`src/lrupr_pkg.sv`:
```
package lrupr_pkg;

    localparam int FRAMES      = 8;
    localparam int PAGE_BITS   = 20;
    localparam int FRAME_W     = (FRAMES > 1) ? $clog2(FRAMES) : 1;
    localparam int CFG_W       = 4;
    localparam int CNT_W       = 32;
    localparam int PAGE_IN_W   = 20;
    localparam int FRAME_OUT_W = 3;
    localparam int IN_W        = 24;
    localparam int OUT_W       = 64;
    localparam logic [CFG_W-1:0] CFG_RESET = CFG_W'(8);

    typedef enum logic [1:0] {
        S_IDLE,
        S_SEARCH,
        S_UPDATE
    } t_state;

    // result of the ripple search, passed from cell to cell
    typedef struct packed {
        logic                 hit_found;
        logic [FRAME_W-1:0]   hit_idx;
        logic [FRAME_W-1:0]   hit_rank;
        logic                 free_found;
        logic [FRAME_W-1:0]   free_idx;
        logic                 lru_found;
        logic [FRAME_W-1:0]   lru_idx;
        logic [FRAME_W-1:0]   lru_rank;
        logic [PAGE_BITS-1:0] lru_page;
    } t_chain;

    // update broadcast to every cell
    typedef struct packed {
        logic                 en;
        logic                 clear;
        logic [FRAME_W-1:0]   frame;
        logic [FRAME_W-1:0]   old_rank;
        logic                 age_all;
        logic                 write;
        logic [PAGE_BITS-1:0] page;
    } t_upd;

endpackage

```
`src/lru_page_replacement.sv`:
```
// an accepted input beat passes through the search step (S_SEARCH) and the update step
//   (S_UPDATE), then appears as a registered result beat on the master side; the search
//   passes along the frame cells, then the rank update follows, one item in search or update at a time
// a result beat that is not taken holds the block in its update step until it is taken
// reset (i_rst_n low, synchronous): all frames empty, ranks and miss count zero,
//   frames_in_use back to 8
module lru_page_replacement (
    input  logic                          i_clk,
    input  logic                          i_rst_n,
    // configuration: frames_in_use
    input  logic                          i_cfg_we,
    input  logic [lrupr_pkg::CFG_W-1:0]   i_cfg_wdata,
    // input stream
    input  logic                          s_axis_tvalid,
    output logic                          s_axis_tready,
    input  logic [lrupr_pkg::IN_W-1:0]    s_axis_tdata,  // [19:0] page_number, rest zero
    input  logic                          s_axis_tlast,  // last_in_string
    // result stream
    output logic                          m_axis_tvalid,
    input  logic                          m_axis_tready,
    output logic [lrupr_pkg::OUT_W-1:0]   m_axis_tdata   // [0] hit, [3:1] frame_index,
                                                         // [4] evicted_valid,
                                                         // [24:5] evicted_page,
                                                         // [56:25] miss_count, rest zero
);

    localparam int FR = lrupr_pkg::FRAMES;
    localparam int FW = lrupr_pkg::FRAME_W;
    localparam int PB = lrupr_pkg::PAGE_BITS;

    lrupr_pkg::t_state r_state, n_state;

    // configuration register and effective frame limit
    logic [lrupr_pkg::CFG_W-1:0] r_cfg;
    logic [lrupr_pkg::CFG_W-1:0] w_limit;
    logic [FR-1:0]               w_in_limit;

    // captured request
    logic [PB-1:0]               r_page;
    logic                        r_last;

    // registered search result
    lrupr_pkg::t_chain           r_dec;

    // cell chain
    lrupr_pkg::t_chain           w_chain [FR+1];
    logic [FR-1:0]               w_match;
    lrupr_pkg::t_upd             w_upd;

    // miss counter and result register
    logic [lrupr_pkg::CNT_W-1:0] r_miss;
    logic [lrupr_pkg::CNT_W-1:0] w_miss_next;
    logic                        r_out_valid;
    logic [lrupr_pkg::OUT_W-1:0] r_out_data;

    // handshake and step controls
    logic w_in_beat;
    logic w_out_beat;
    logic w_capture;
    logic w_latch_dec;
    logic w_commit;

    // decision fields
    logic          w_hit;
    logic          w_evict;
    logic [FW-1:0] w_frame;

    assign w_in_beat  = s_axis_tvalid && s_axis_tready;
    assign w_out_beat = r_out_valid && m_axis_tready;

    // register value zero acts as one, values above the frame count act as the frame count
    always_comb begin
        if (r_cfg == '0) begin
            w_limit = lrupr_pkg::CFG_W'(1);
        end else if (int'(r_cfg) > FR) begin
            w_limit = lrupr_pkg::CFG_W'(FR);
        end else begin
            w_limit = r_cfg;
        end
    end

    always_ff @(posedge i_clk) begin
        if (!i_rst_n) begin
            r_cfg <= lrupr_pkg::CFG_RESET;
        end else if (i_cfg_we) begin
            r_cfg <= i_cfg_wdata;
        end
    end

    // ---------------- sequencer ----------------
    always_comb begin
        n_state = r_state;
        case (r_state)
            lrupr_pkg::S_IDLE: begin
                if (w_in_beat) n_state = lrupr_pkg::S_SEARCH;
            end
            lrupr_pkg::S_SEARCH: begin
                n_state = lrupr_pkg::S_UPDATE;
            end
            lrupr_pkg::S_UPDATE: begin
                if (!r_out_valid || m_axis_tready) n_state = lrupr_pkg::S_IDLE;
            end
            default: n_state = lrupr_pkg::S_IDLE;
        endcase
    end

    always_comb begin
        s_axis_tready = 1'b0;
        w_latch_dec   = 1'b0;
        w_commit      = 1'b0;
        case (r_state)
            lrupr_pkg::S_IDLE:   s_axis_tready = 1'b1;
            lrupr_pkg::S_SEARCH: w_latch_dec   = 1'b1;
            lrupr_pkg::S_UPDATE: w_commit      = !r_out_valid || m_axis_tready;
            default: ;
        endcase
    end

    assign w_capture = w_in_beat;

    always_ff @(posedge i_clk) begin
        if (!i_rst_n) begin
            r_state <= lrupr_pkg::S_IDLE;
        end else begin
            r_state <= n_state;
        end
    end

    // request capture; pages compare on their low PAGE_BITS bits
    always_ff @(posedge i_clk) begin
        if (w_capture) begin
            r_page <= PB'(s_axis_tdata[lrupr_pkg::PAGE_IN_W-1:0]);
            r_last <= s_axis_tlast;
        end
    end

    // ---------------- frame cells ----------------
    // the search ripples from frame 0 upward: first hit, lowest free frame inside
    // the limit, oldest valid frame inside the limit
    assign w_chain[0] = '0;

    genvar g;
    generate
        for (g = 0; g < FR; g++) begin : g_cell
            assign w_in_limit[g] = (g < int'(w_limit));

            lrupr_cell u_cell (
                .i_clk      (i_clk),
                .i_rst_n    (i_rst_n),
                .i_idx      (FW'(g)),
                .i_in_limit (w_in_limit[g]),
                .i_page     (r_page),
                .i_chain    (w_chain[g]),
                .o_chain    (w_chain[g+1]),
                .i_upd      (w_upd),
                .o_match    (w_match[g])
            );
        end
    endgenerate

    always_ff @(posedge i_clk) begin
        if (w_latch_dec) begin
            r_dec <= w_chain[FR];
        end
    end

    // ---------------- decision and update broadcast ----------------
    assign w_hit   = r_dec.hit_found;
    assign w_evict = !r_dec.hit_found && !r_dec.free_found;

    always_comb begin
        if (r_dec.hit_found) begin
            w_frame = r_dec.hit_idx;
        end else if (r_dec.free_found) begin
            w_frame = r_dec.free_idx;
        end else begin
            w_frame = r_dec.lru_idx;
        end
    end

    // a hit ages frames younger than the hit frame, a fill ages every valid frame,
    // an eviction ages frames younger than the victim; a last item clears every frame
    always_comb begin
        w_upd.en       = w_commit;
        w_upd.clear    = r_last;
        w_upd.frame    = w_frame;
        w_upd.old_rank = r_dec.hit_found ? r_dec.hit_rank : r_dec.lru_rank;
        w_upd.age_all  = !r_dec.hit_found && r_dec.free_found;
        w_upd.write    = !r_dec.hit_found;
        w_upd.page     = r_page;
    end

    // saturating miss count
    always_comb begin
        if (w_hit || (r_miss == '1)) begin
            w_miss_next = r_miss;
        end else begin
            w_miss_next = r_miss + 1'b1;
        end
    end

    always_ff @(posedge i_clk) begin
        if (!i_rst_n) begin
            r_miss <= '0;
        end else if (w_commit) begin
            r_miss <= r_last ? '0 : w_miss_next;
        end
    end

    // ---------------- result register ----------------
    always_ff @(posedge i_clk) begin
        if (!i_rst_n) begin
            r_out_valid <= 1'b0;
        end else if (w_commit) begin
            r_out_valid <= 1'b1;
        end else if (w_out_beat) begin
            r_out_valid <= 1'b0;
        end
    end

    always_ff @(posedge i_clk) begin
        if (w_commit) begin
            r_out_data <= {
                7'd0,
                w_miss_next,
                w_evict ? lrupr_pkg::PAGE_IN_W'(r_dec.lru_page) : '0,
                w_evict,
                lrupr_pkg::FRAME_OUT_W'(w_frame),
                w_hit
            };
        end
    end

    assign m_axis_tvalid = r_out_valid;
    assign m_axis_tdata  = r_out_data;

    // ---------------- assertions ----------------
    // a page is only written on a miss, so at most one frame can match
    a_single_match: assert property (@(posedge i_clk) disable iff (!i_rst_n)
        (r_state == lrupr_pkg::S_SEARCH) |-> $onehot0(w_match))
        else $error("more than one frame holds the same page");

    // an accepted beat always starts a search in the next cycle
    a_accept_search: assert property (@(posedge i_clk) disable iff (!i_rst_n)
        w_in_beat |=> (r_state == lrupr_pkg::S_SEARCH))
        else $error("accepted beat did not start a search");

    // each committed update produces a result beat
    a_commit_result: assert property (@(posedge i_clk) disable iff (!i_rst_n)
        w_commit |=> m_axis_tvalid)
        else $error("update committed without a result beat");

    // no new input while a search or update is in progress
    a_no_overlap: assert property (@(posedge i_clk) disable iff (!i_rst_n)
        (r_state != lrupr_pkg::S_IDLE) |-> !s_axis_tready)
        else $error("input ready while an item is in progress");

endmodule

```
`src/lrupr_cell.sv`:
```
module lrupr_cell (
    input  logic                                 i_clk,
    input  logic                                 i_rst_n,
    input  logic [lrupr_pkg::FRAME_W-1:0]        i_idx,
    input  logic                                 i_in_limit,
    input  logic [lrupr_pkg::PAGE_BITS-1:0]      i_page,
    input  lrupr_pkg::t_chain                    i_chain,
    output lrupr_pkg::t_chain                    o_chain,
    input  lrupr_pkg::t_upd                      i_upd,
    output logic                                 o_match
);

    logic [lrupr_pkg::PAGE_BITS-1:0] r_page;
    logic                            r_valid;
    logic [lrupr_pkg::FRAME_W-1:0]   r_rank;
    logic                            w_sel;

    assign o_match = r_valid && (r_page == i_page);
    assign w_sel   = (i_upd.frame == i_idx);

    always_comb begin
        o_chain = i_chain;
        if (o_match && !i_chain.hit_found) begin
            o_chain.hit_found = 1'b1;
            o_chain.hit_idx   = i_idx;
            o_chain.hit_rank  = r_rank;
        end
        if (!r_valid && i_in_limit && !i_chain.free_found) begin
            o_chain.free_found = 1'b1;
            o_chain.free_idx   = i_idx;
        end
        if (r_valid && i_in_limit && (!i_chain.lru_found || r_rank > i_chain.lru_rank)) begin
            o_chain.lru_found = 1'b1;
            o_chain.lru_idx   = i_idx;
            o_chain.lru_rank  = r_rank;
            o_chain.lru_page  = r_page;
        end
    end

    always_ff @(posedge i_clk) begin
        if (!i_rst_n) begin
            r_valid <= 1'b0;
            r_rank  <= '0;
        end else if (i_upd.en) begin
            if (i_upd.clear) begin
                r_valid <= 1'b0;
                r_rank  <= '0;
            end else if (w_sel) begin
                r_valid <= 1'b1;
                r_rank  <= '0;
            end else if (r_valid && (i_upd.age_all || r_rank < i_upd.old_rank)) begin
                r_rank <= r_rank + 1'b1;
            end
        end
    end

    always_ff @(posedge i_clk) begin
        if (i_upd.en && w_sel && i_upd.write) begin
            r_page <= i_upd.page;
        end
    end

endmodule
```
`config.mk`:
```
export PLATFORM = sky130hd
export DESIGN_NAME = lru_page_replacement
export DESIGN_NICKNAME = d
export VERILOG_FILES = /design/src/lrupr_pkg.sv /design/src/lru_page_replacement.sv /design/src/lrupr_cell.sv
export SDC_FILE = /design/constraint.sdc
export NUM_CORES = 1
export LEC_CHECK = 0
export ABC_CLOCK_PERIOD_IN_PS = 16000
export BUFFER_PORTS_ARGS = -buffer_cell sky130_fd_sc_hd__buf_2
export CELL_PAD_IN_SITES_DETAIL_PLACEMENT = 1
export CELL_PAD_IN_SITES_GLOBAL_PLACEMENT = 1
export CORE_ASPECT_RATIO = 1.75
export CORE_MARGIN = 2
export CORE_UTILIZATION = 50
export CTS_CLUSTER_DIAMETER = 100
export DETAILED_ROUTE_END_ITERATION = 10
export GPL_ROUTABILITY_DRIVEN = 0
export MAX_ROUTING_LAYER = met4
export PLACE_DENSITY = 0.83
export SLEW_MARGIN = 40
export SYNTH_ARGS = -nofsm -noshare
export SYNTH_HDL_FRONTEND = slang
export SYNTH_SLANG_ARGS = --single-unit
```
`constraint.sdc`:
```
create_clock -name i_clk -period 16 [get_ports i_clk]
set_input_delay 0.8 -clock i_clk [delete_from_list [all_inputs] [get_ports i_clk]]
set_output_delay 0.8 -clock i_clk [all_outputs]
set_load 0.03 [all_outputs]
```
==> flow_metrics.env, run 1 <==
export IMPL_synth_top_area_share_pct=46.8
export IMPL_ir_drop_mv=0.121
export IMPL_overflow=0
export IMPL_synthArstFlopShare_pct=0
export IMPL_max_slew_margin_rel_pct=41.9
export IMPL_insertion_delay_ns=0.56
export IMPL_layout_nets=1715
export IMPL_critPathLaunch="g_cell[0].u_cell.r_valid$_SDFFE_PN0P_"
export IMPL_chipHeight_um=253
export IMPL_nFillCells=3707
export IMPL_reg2reg_slack_ns=2.06
export IMPL_ys_top_cells_by_area="edfxtp_1, dfxtp_1, xnor2_1"
export IMPL_finalMaxSlewViolations=0
export IMPL_reg2reg_depth=53
export IMPL_drv_cap=0
export IMPL_seqPwrFrac_pct=50.3
export IMPL_required_ns=16.30
export IMPL_syn_area_per_cell_um2=11.2
export IMPL_cp_max_fo=48
export IMPL_endpoint_kind="flip-flop"
export IMPL_power_switching_w=0.000459
export IMPL_rows=91
export IMPL_cts_buffer_depth=3
export IMPL_yosys_cell_count_top_type="edfxtp_1"
export IMPL_cts_clk_slew_worst_paths_ns=0.07
export IMPL_fmax_mhz=71.7
export IMPL_start_util_pct=50.3
export IMPL_grt_max_degree=56
export IMPL_final_setup_tns_ns=0
export IMPL_path_common_cell="ha_1"
export IMPL_core_area_um2=35100
export IMPL_status="complete, no violations"
export IMPL_cp_slowest_stage_delay_ns=0.67
export IMPL_setup_viol=0
export IMPL_cts_sink_count=346
export IMPL_vias=12900
export IMPL_rr_endpoint="r_dec[18]$_DFFE_PN_"
export IMPL_post_route_period_util_pct=87.1
export IMPL_htree_levels=2
export IMPL_cts_resized=0
export IMPL_crit_arrival_ns=14.24
export IMPL_ant_nets=0
export IMPL_p_sw_share_pct=23.0
export IMPL_synth_seq_cells=346
export IMPL_syn_cell_area_um2=17600
export IMPL_drc=0
export IMPL_rsz0062_at_grt="no"
export IMPL_drive_above_1_share_pct=12.5
export IMPL_drt_pass1_iterations=7
export IMPL_cts_tree="yes"
export IMPL_worstMarginPinSlew_ns=0.863
export IMPL_start_kind="flip-flop"
export IMPL_combPwrFrac_pct=5.8
export IMPL_antenna_found_initial=0
export IMPL_cp_slowest_cell="a21o_1"
export IMPL_antenna_cells=0
export IMPL_power_density_nw_per_um2=101
export IMPL_critPathKind="flip-flop to flip-flop"
export IMPL_postSynthCellCount=1576
export IMPL_register_area_um2=9680
export IMPL_multi_input_area_um2=7510
export IMPL_grt_pass1_wl_um=78800
export IMPL_p_total_w=0.00199
export IMPL_synth_top_cells_by_count="edfxtp_1, xnor2_1, nand2_1"
export IMPL_io_buffers=88
export IMPL_cts_made_buffers=35
export IMPL_ys_flop_type="edfxtp_1"
export IMPL_die_area_um2=36900
export IMPL_post_cts_setup_buffers=0
export IMPL_syn2layout_area_growth_pct=11.9
export IMPL_synth_seq_area_share_pct=54.9
export IMPL_crit_path_end="r_dec[18]$_DFFE_PN_"
export IMPL_hold_path_class="primary input to flip-flop"
export IMPL_wl_per_cell_um=24.1
export IMPL_r2r_start="g_cell[0].u_cell.r_valid$_SDFFE_PN0P_"
export IMPL_postLayoutCoreUtil_pct=56.3
export IMPL_dpl_hpwl_um=36100
export IMPL_die_w_um=146
export IMPL_ys_warn_count=0
export IMPL_synth_edf_count=275
export IMPL_pwr_share_clk_pct=43.9
export IMPL_io_pins=100
export IMPL_first_iter_violations=918
export IMPL_clk_root_buffer_cell="clkbuf_16"
export IMPL_yosysTopAreaCell="edfxtp_1"
export IMPL_first_global_vias=13700
export IMPL_leakagePower_nw=6.99
export IMPL_detail_route_vias_per_cell=6.08
export IMPL_grt_usage_pct=28.7
export IMPL_synth_distinct_cells=73
export IMPL_final_hold_viol_count=0
export IMPL_intPower_w=0.00153
export IMPL_layout_min_cycle_time_ns=13.94
export IMPL_finClkSkew_ns=0.0205
export IMPL_routed_wl_um=51400
export IMPL_hold_buffers=0
[worst min path at each step]
stage	slack, ns	end	from	cells past startpoint
after detailed placement	0.51	m_axis_tdata[10]$_SDFFCE_PN0P_	r_dec[5]$_DFFE_PN_	1
final	0.41	r_page[16]$_DFFE_PP_	s_axis_tdata[16]	1
after floorplan	0.42	m_axis_tdata[0]$_DFFE_PP_	w_hit$_SDFFCE_PP1N_	0
after global placement	0.51	r_miss[17]$_SDFFE_PN0P_	r_miss[17]$_SDFFE_PN0P_	2
after CTS	0.40	r_page[16]$_DFFE_PP_	s_axis_tdata[16]	1
after global routing	0.40	r_page[16]$_DFFE_PP_	s_axis_tdata[16]	1
[state kept, by name, indices dropped and copies added (netlist names)]
register               count
r_miss                    32
g_cell.u_cell.r_rank      24
r_last                     1
r_page                    20
m_axis_tvalid              1
r_cfg                      4
w_hit                      1
r_state                    2
m_axis_tdata              57
g_cell.u_cell.r_page     160
g_cell.u_cell.r_valid      8
r_dec                     36
[cell usage in the layout (no fill, tap or decap), types with 23 or more instances in the layout]
master	Yosys	routed
a21oi_1	52	52
nor4_1	23	23
xnor2_1	133	133
nor2_1	79	78
nand2_1	131	131
o21ai_0	123	123
edfxtp_1	275	275
ha_1	43	43
buf_2	25	88
clkbuf_16	0	37
nor2b_1	37	36
nand2b_1	24	23
nand3_1	24	24
and3_1	27	24
buf_4	9	23
dfxtp_1	71	71
nand4_1	37	37
or3_1	31	31
and2_1	38	35
xor2_1	68	68
[stage by stage]
| stage | std cells | area [µm²] | setup slack (ns) | hold slack [ns] |
|---|---|---|---|---|
| global placement | 2060 | 18400 | 2.61 | 0.508 |
| CTS | 2124 | 19700 | 2.15 | 0.403 |
| finish | 2128 | 19800 | 2.06 | 0.414 |
| detailed placement | 2062 | 18500 | 2.37 | 0.511 |
| floorplan | 1582 | 17700 | 4.90 | 0.424 |
| global route | 2128 | 19800 | 1.24 | 0.405 |
[kinds of logic (layout without fill, tap and decap cells)]
| family | after synthesis | count (layout) | synth area share [%] |
|---|---|---|---|
| muxes | 24 | 24 | 1.44 |
| adders and majority gates | 43 | 43 | 3.05 |
| AOI/OAI and AO/OA | 351 | 351 | 13.4 |
| buffers and inverters | 122 | 203 | 3.05 |
| xor gates and xnor gates | 201 | 201 | 9.98 |
| and+or+nand+nor | 488 | 488 | 14.2 |
| DFF | 346 | 346 | 54.9 |
| other | 1 | 7 | 0.0213 |
[routing by layer]
metal | up-vias | track usage [%] | share of wire, %
li1 | 5908 | - | -
met1 | 6457 | 27.9 | 34
met2 | 375 | 52.2 | 54
met3 | 206 | 3.12 | 3.4
met4 | 0 | 21.5 | 8.9
met5 | - | - | 0
[power by group through the flow]
| stage | logic (W) | clock network [W] | registers (W) |
|---|---|---|---|
| 3_5_place_dp | 0.000110 | 0 | 0.00103 |
| 6_report | 0.000116 | 0.000874 | 0.00100 |
| 2_1_floorplan | 0.0000723 | 0 | 0.00102 |
| 4_1_cts | 0.000111 | 0.000883 | 0.00101 |
| 3_3_place_gp | 0.000104 | 0 | 0.00102 |
| 5_1_grt | 0.000124 | 0.000916 | 0.00100 |
[critical path, delay by kind of cell (launching register included)]
family	cells	cell delay [ns]
flip-flops	1	0.51
buffers and inverters	2	0.53
adder cells (fa/ha/maj)	7	2.11
multiplexers	4	1.83
AND/OR/NAND/NOR	15	2.95
AO/OA/AOI/OAI	25	5.72
[final cells by class]
cell class,instances,area share (%)
Sequential cell,346,49.0
Clock buffer,44,4.82
Clock inverter,18,1.29
Inverter,24,0.456
Tap cell,465,2.95
Timing Repair Buffer,117,3.48
Multi-Input combinational cell,1114,38.0
Note: power is estimated with default switching activity, not from simulation.
==> run 2, diff against run 1 <==
- PLACE_DENSITY: 0.83 -> unset
- PLACE_DENSITY_LB_ADDON: unset -> 0.1
==> run 2 against run 1 <==
Register-to-register slack better by 0.14 ns. Clock power is 4.9% lower. Global-route usage hardly changed. Critical path depth is 1 higher. Sequential share of layout area is 0.13 points higher. Combinational power hardly changed. Non-clock buffer count is 2 higher. Routed wire length is 0.21% lower. Flip-flop and latch count stayed put. Cell area is 0.27% lower. Critical path type unchanged. Largest cell class unchanged.
==> flow_metrics.env, run 2 (synthesized netlist as in run 1, its figures left out) <==
export IMPL_start_util_pct=50.3
export IMPL_cts_made_buffers=36
export IMPL_leakagePower_nw=6.98
export IMPL_r2r_start="g_cell[0].u_cell.r_valid$_SDFFE_PN0P_"
export IMPL_cts_tree="yes"
export IMPL_ant_nets=0
export IMPL_cts_clk_slew_worst_paths_ns=0.07
export IMPL_routed_wl_um=51300
export IMPL_crit_arrival_ns=14.10
export IMPL_overflow=0
export IMPL_cts_sink_count=346
export IMPL_met1_length_um=18100
export IMPL_hold_ws_ns=0.419
export IMPL_finalMaxSlewViolations=0
export IMPL_max_slew_margin_rel_pct=41.4
export IMPL_drive_above_1_share_pct=12.5
export IMPL_insertion_delay_ns=0.56
export IMPL_dr_wl_met3_um=1250
export IMPL_first_global_vias=13400
export IMPL_nFillCells=3756
export IMPL_required_ns=16.30
export IMPL_layout_nets=1718
export IMPL_io_pins=100
export IMPL_dp_slack_ns=2.22
export IMPL_core_area_um2=35100
export IMPL_setup_viol=0
export IMPL_cp_max_fo=48
export IMPL_grt_usage_pct=28.6
export IMPL_critPathKind="flip-flop to flip-flop"
export IMPL_rsz0062_at_grt="no"
export IMPL_io_buffers=88
export IMPL_vias=12700
export IMPL_routed_top_layer="met4"
export IMPL_hold_path_class="primary input to flip-flop"
export IMPL_top_register="g_cell.u_cell.r_page"
export IMPL_routed_wl_met2_um=28700
export IMPL_rr_endpoint="r_dec[21]$_DFFE_PN_"
export IMPL_ir_drop_mv=0.108
export IMPL_chipHeight_um=253
export IMPL_grt_max_degree=56
export IMPL_antenna_cells=0
export IMPL_syn2layout_area_growth_pct=11.6
export IMPL_stdcell_area_um2=19700
export IMPL_postLayoutCoreUtil_pct=56.2
export IMPL_dpl_hpwl_um=36400
export IMPL_cp_slowest_stage_delay_ns=0.76
export IMPL_first_iter_violations=735
export IMPL_final_hold_viol_count=0
export IMPL_detail_route_vias_per_cell=5.97
export IMPL_worstMarginPinSlew_ns=0.878
export IMPL_start_kind="flip-flop"
export IMPL_endpoint_kind="flip-flop"
export IMPL_cts_buffer_depth=3
export IMPL_die_area_um2=36900
export IMPL_dpl_instance_area_um2=18500
export IMPL_antenna_found_initial=0
export IMPL_largest_reg_flops=160
export IMPL_cts_resized=0
export IMPL_power_density_nw_per_um2=99.0
export IMPL_hold_buffers=0
export IMPL_whs_path_depth=1
export IMPL_reg2reg_slack_ns=2.20
export IMPL_final_common_cell="edfxtp_1"
export IMPL_reg2reg_depth=54
export IMPL_clk_root_buffer_cell="clkbuf_16"
export IMPL_wl_per_cell_um=24.0
export IMPL_drc=0
export IMPL_status="complete, no violations"
export IMPL_layout_min_cycle_time_ns=13.80
export IMPL_finClkSkew_ns=0.0282
export IMPL_grt_pass1_wl_um=78200
export IMPL_htree_levels=2
export IMPL_fmax_mhz=72.5
export IMPL_min_to="r_page[9]$_DFFE_PP_"
export IMPL_path_common_cell="ha_1"
export IMPL_rows=91
export IMPL_drt_pass1_iterations=4
export IMPL_post_route_period_util_pct=86.2
export IMPL_post_cts_setup_buffers=0
export IMPL_cp_slowest_cell="dfxtp_1"
export IMPL_final_cell_mix="edfxtp_1, xnor2_1, nand2_1"
export IMPL_die_w_um=146
export IMPL_drv_cap=0
export IMPL_worstHoldStart="s_axis_tdata[9]"
export IMPL_final_setup_tns_ns=0
export IMPL_critPathLaunch="g_cell[0].u_cell.r_valid$_SDFFE_PN0P_"
export IMPL_setup_ws_ns=2.20
[run 2: worst max-delay path by stage]
stage / end
after floorplan: r_dec[0]$_DFFE_PN_
after global placement: r_dec[16]$_DFFE_PN_
after detailed placement: r_dec[2]$_DFFE_PN_
after CTS: r_dec[21]$_DFFE_PN_
after global routing: r_dec[21]$_DFFE_PN_
final: r_dec[21]$_DFFE_PN_
[run 2: power breakdown]
group          internal (W)  switching (W)
logic             0.0000397      0.0000739
clock network      0.000462       0.000369
registers          0.000985      0.0000200
total               0.00149       0.000463
[run 2: final cells by class]
type                            count  area [µm²]  share of cell area, %
Tap cell                          465         582                   2.95
Timing Repair Buffer              119         713                   3.62
Inverter                           24        90.1                  0.457
Multi-Input combinational cell   1114        7500                   38.1
Clock inverter                     20         178                  0.902
Clock buffer                       46         958                   4.87
Sequential cell                   346        9680                   49.1
[run 2: critical path, delay by kind of cell (launching register included)]
family	cells	cell delay (ns)
AOI/OAI and AO/OA	24	5.13
buffers and inverters	4	0.64
adders and majority gates	7	2.01
DFF	1	0.76
and+or+nand+nor	15	3.15
muxes	4	1.78
[run 2: metal layers]
| metal | vias up | track usage (%) |
|---|---|---|
| met5 | - | - |
| met4 | 0 | 16.2 |
| met3 | 148 | 2.85 |
| met2 | 254 | 54.6 |
| met1 | 6433 | 28.1 |
| li1 | 5911 | - |
[run 2: through the flow]
| step | total power [W] | std cells |
|---|---|---|
| global route | 0.00200 | 2134 |
| finish | 0.00195 | 2134 |
| floorplan | 0.00109 | 1582 |
| CTS | 0.00196 | 2130 |
| global placement | 0.00113 | 2062 |
| detailed placement | 0.00114 | 2064 |
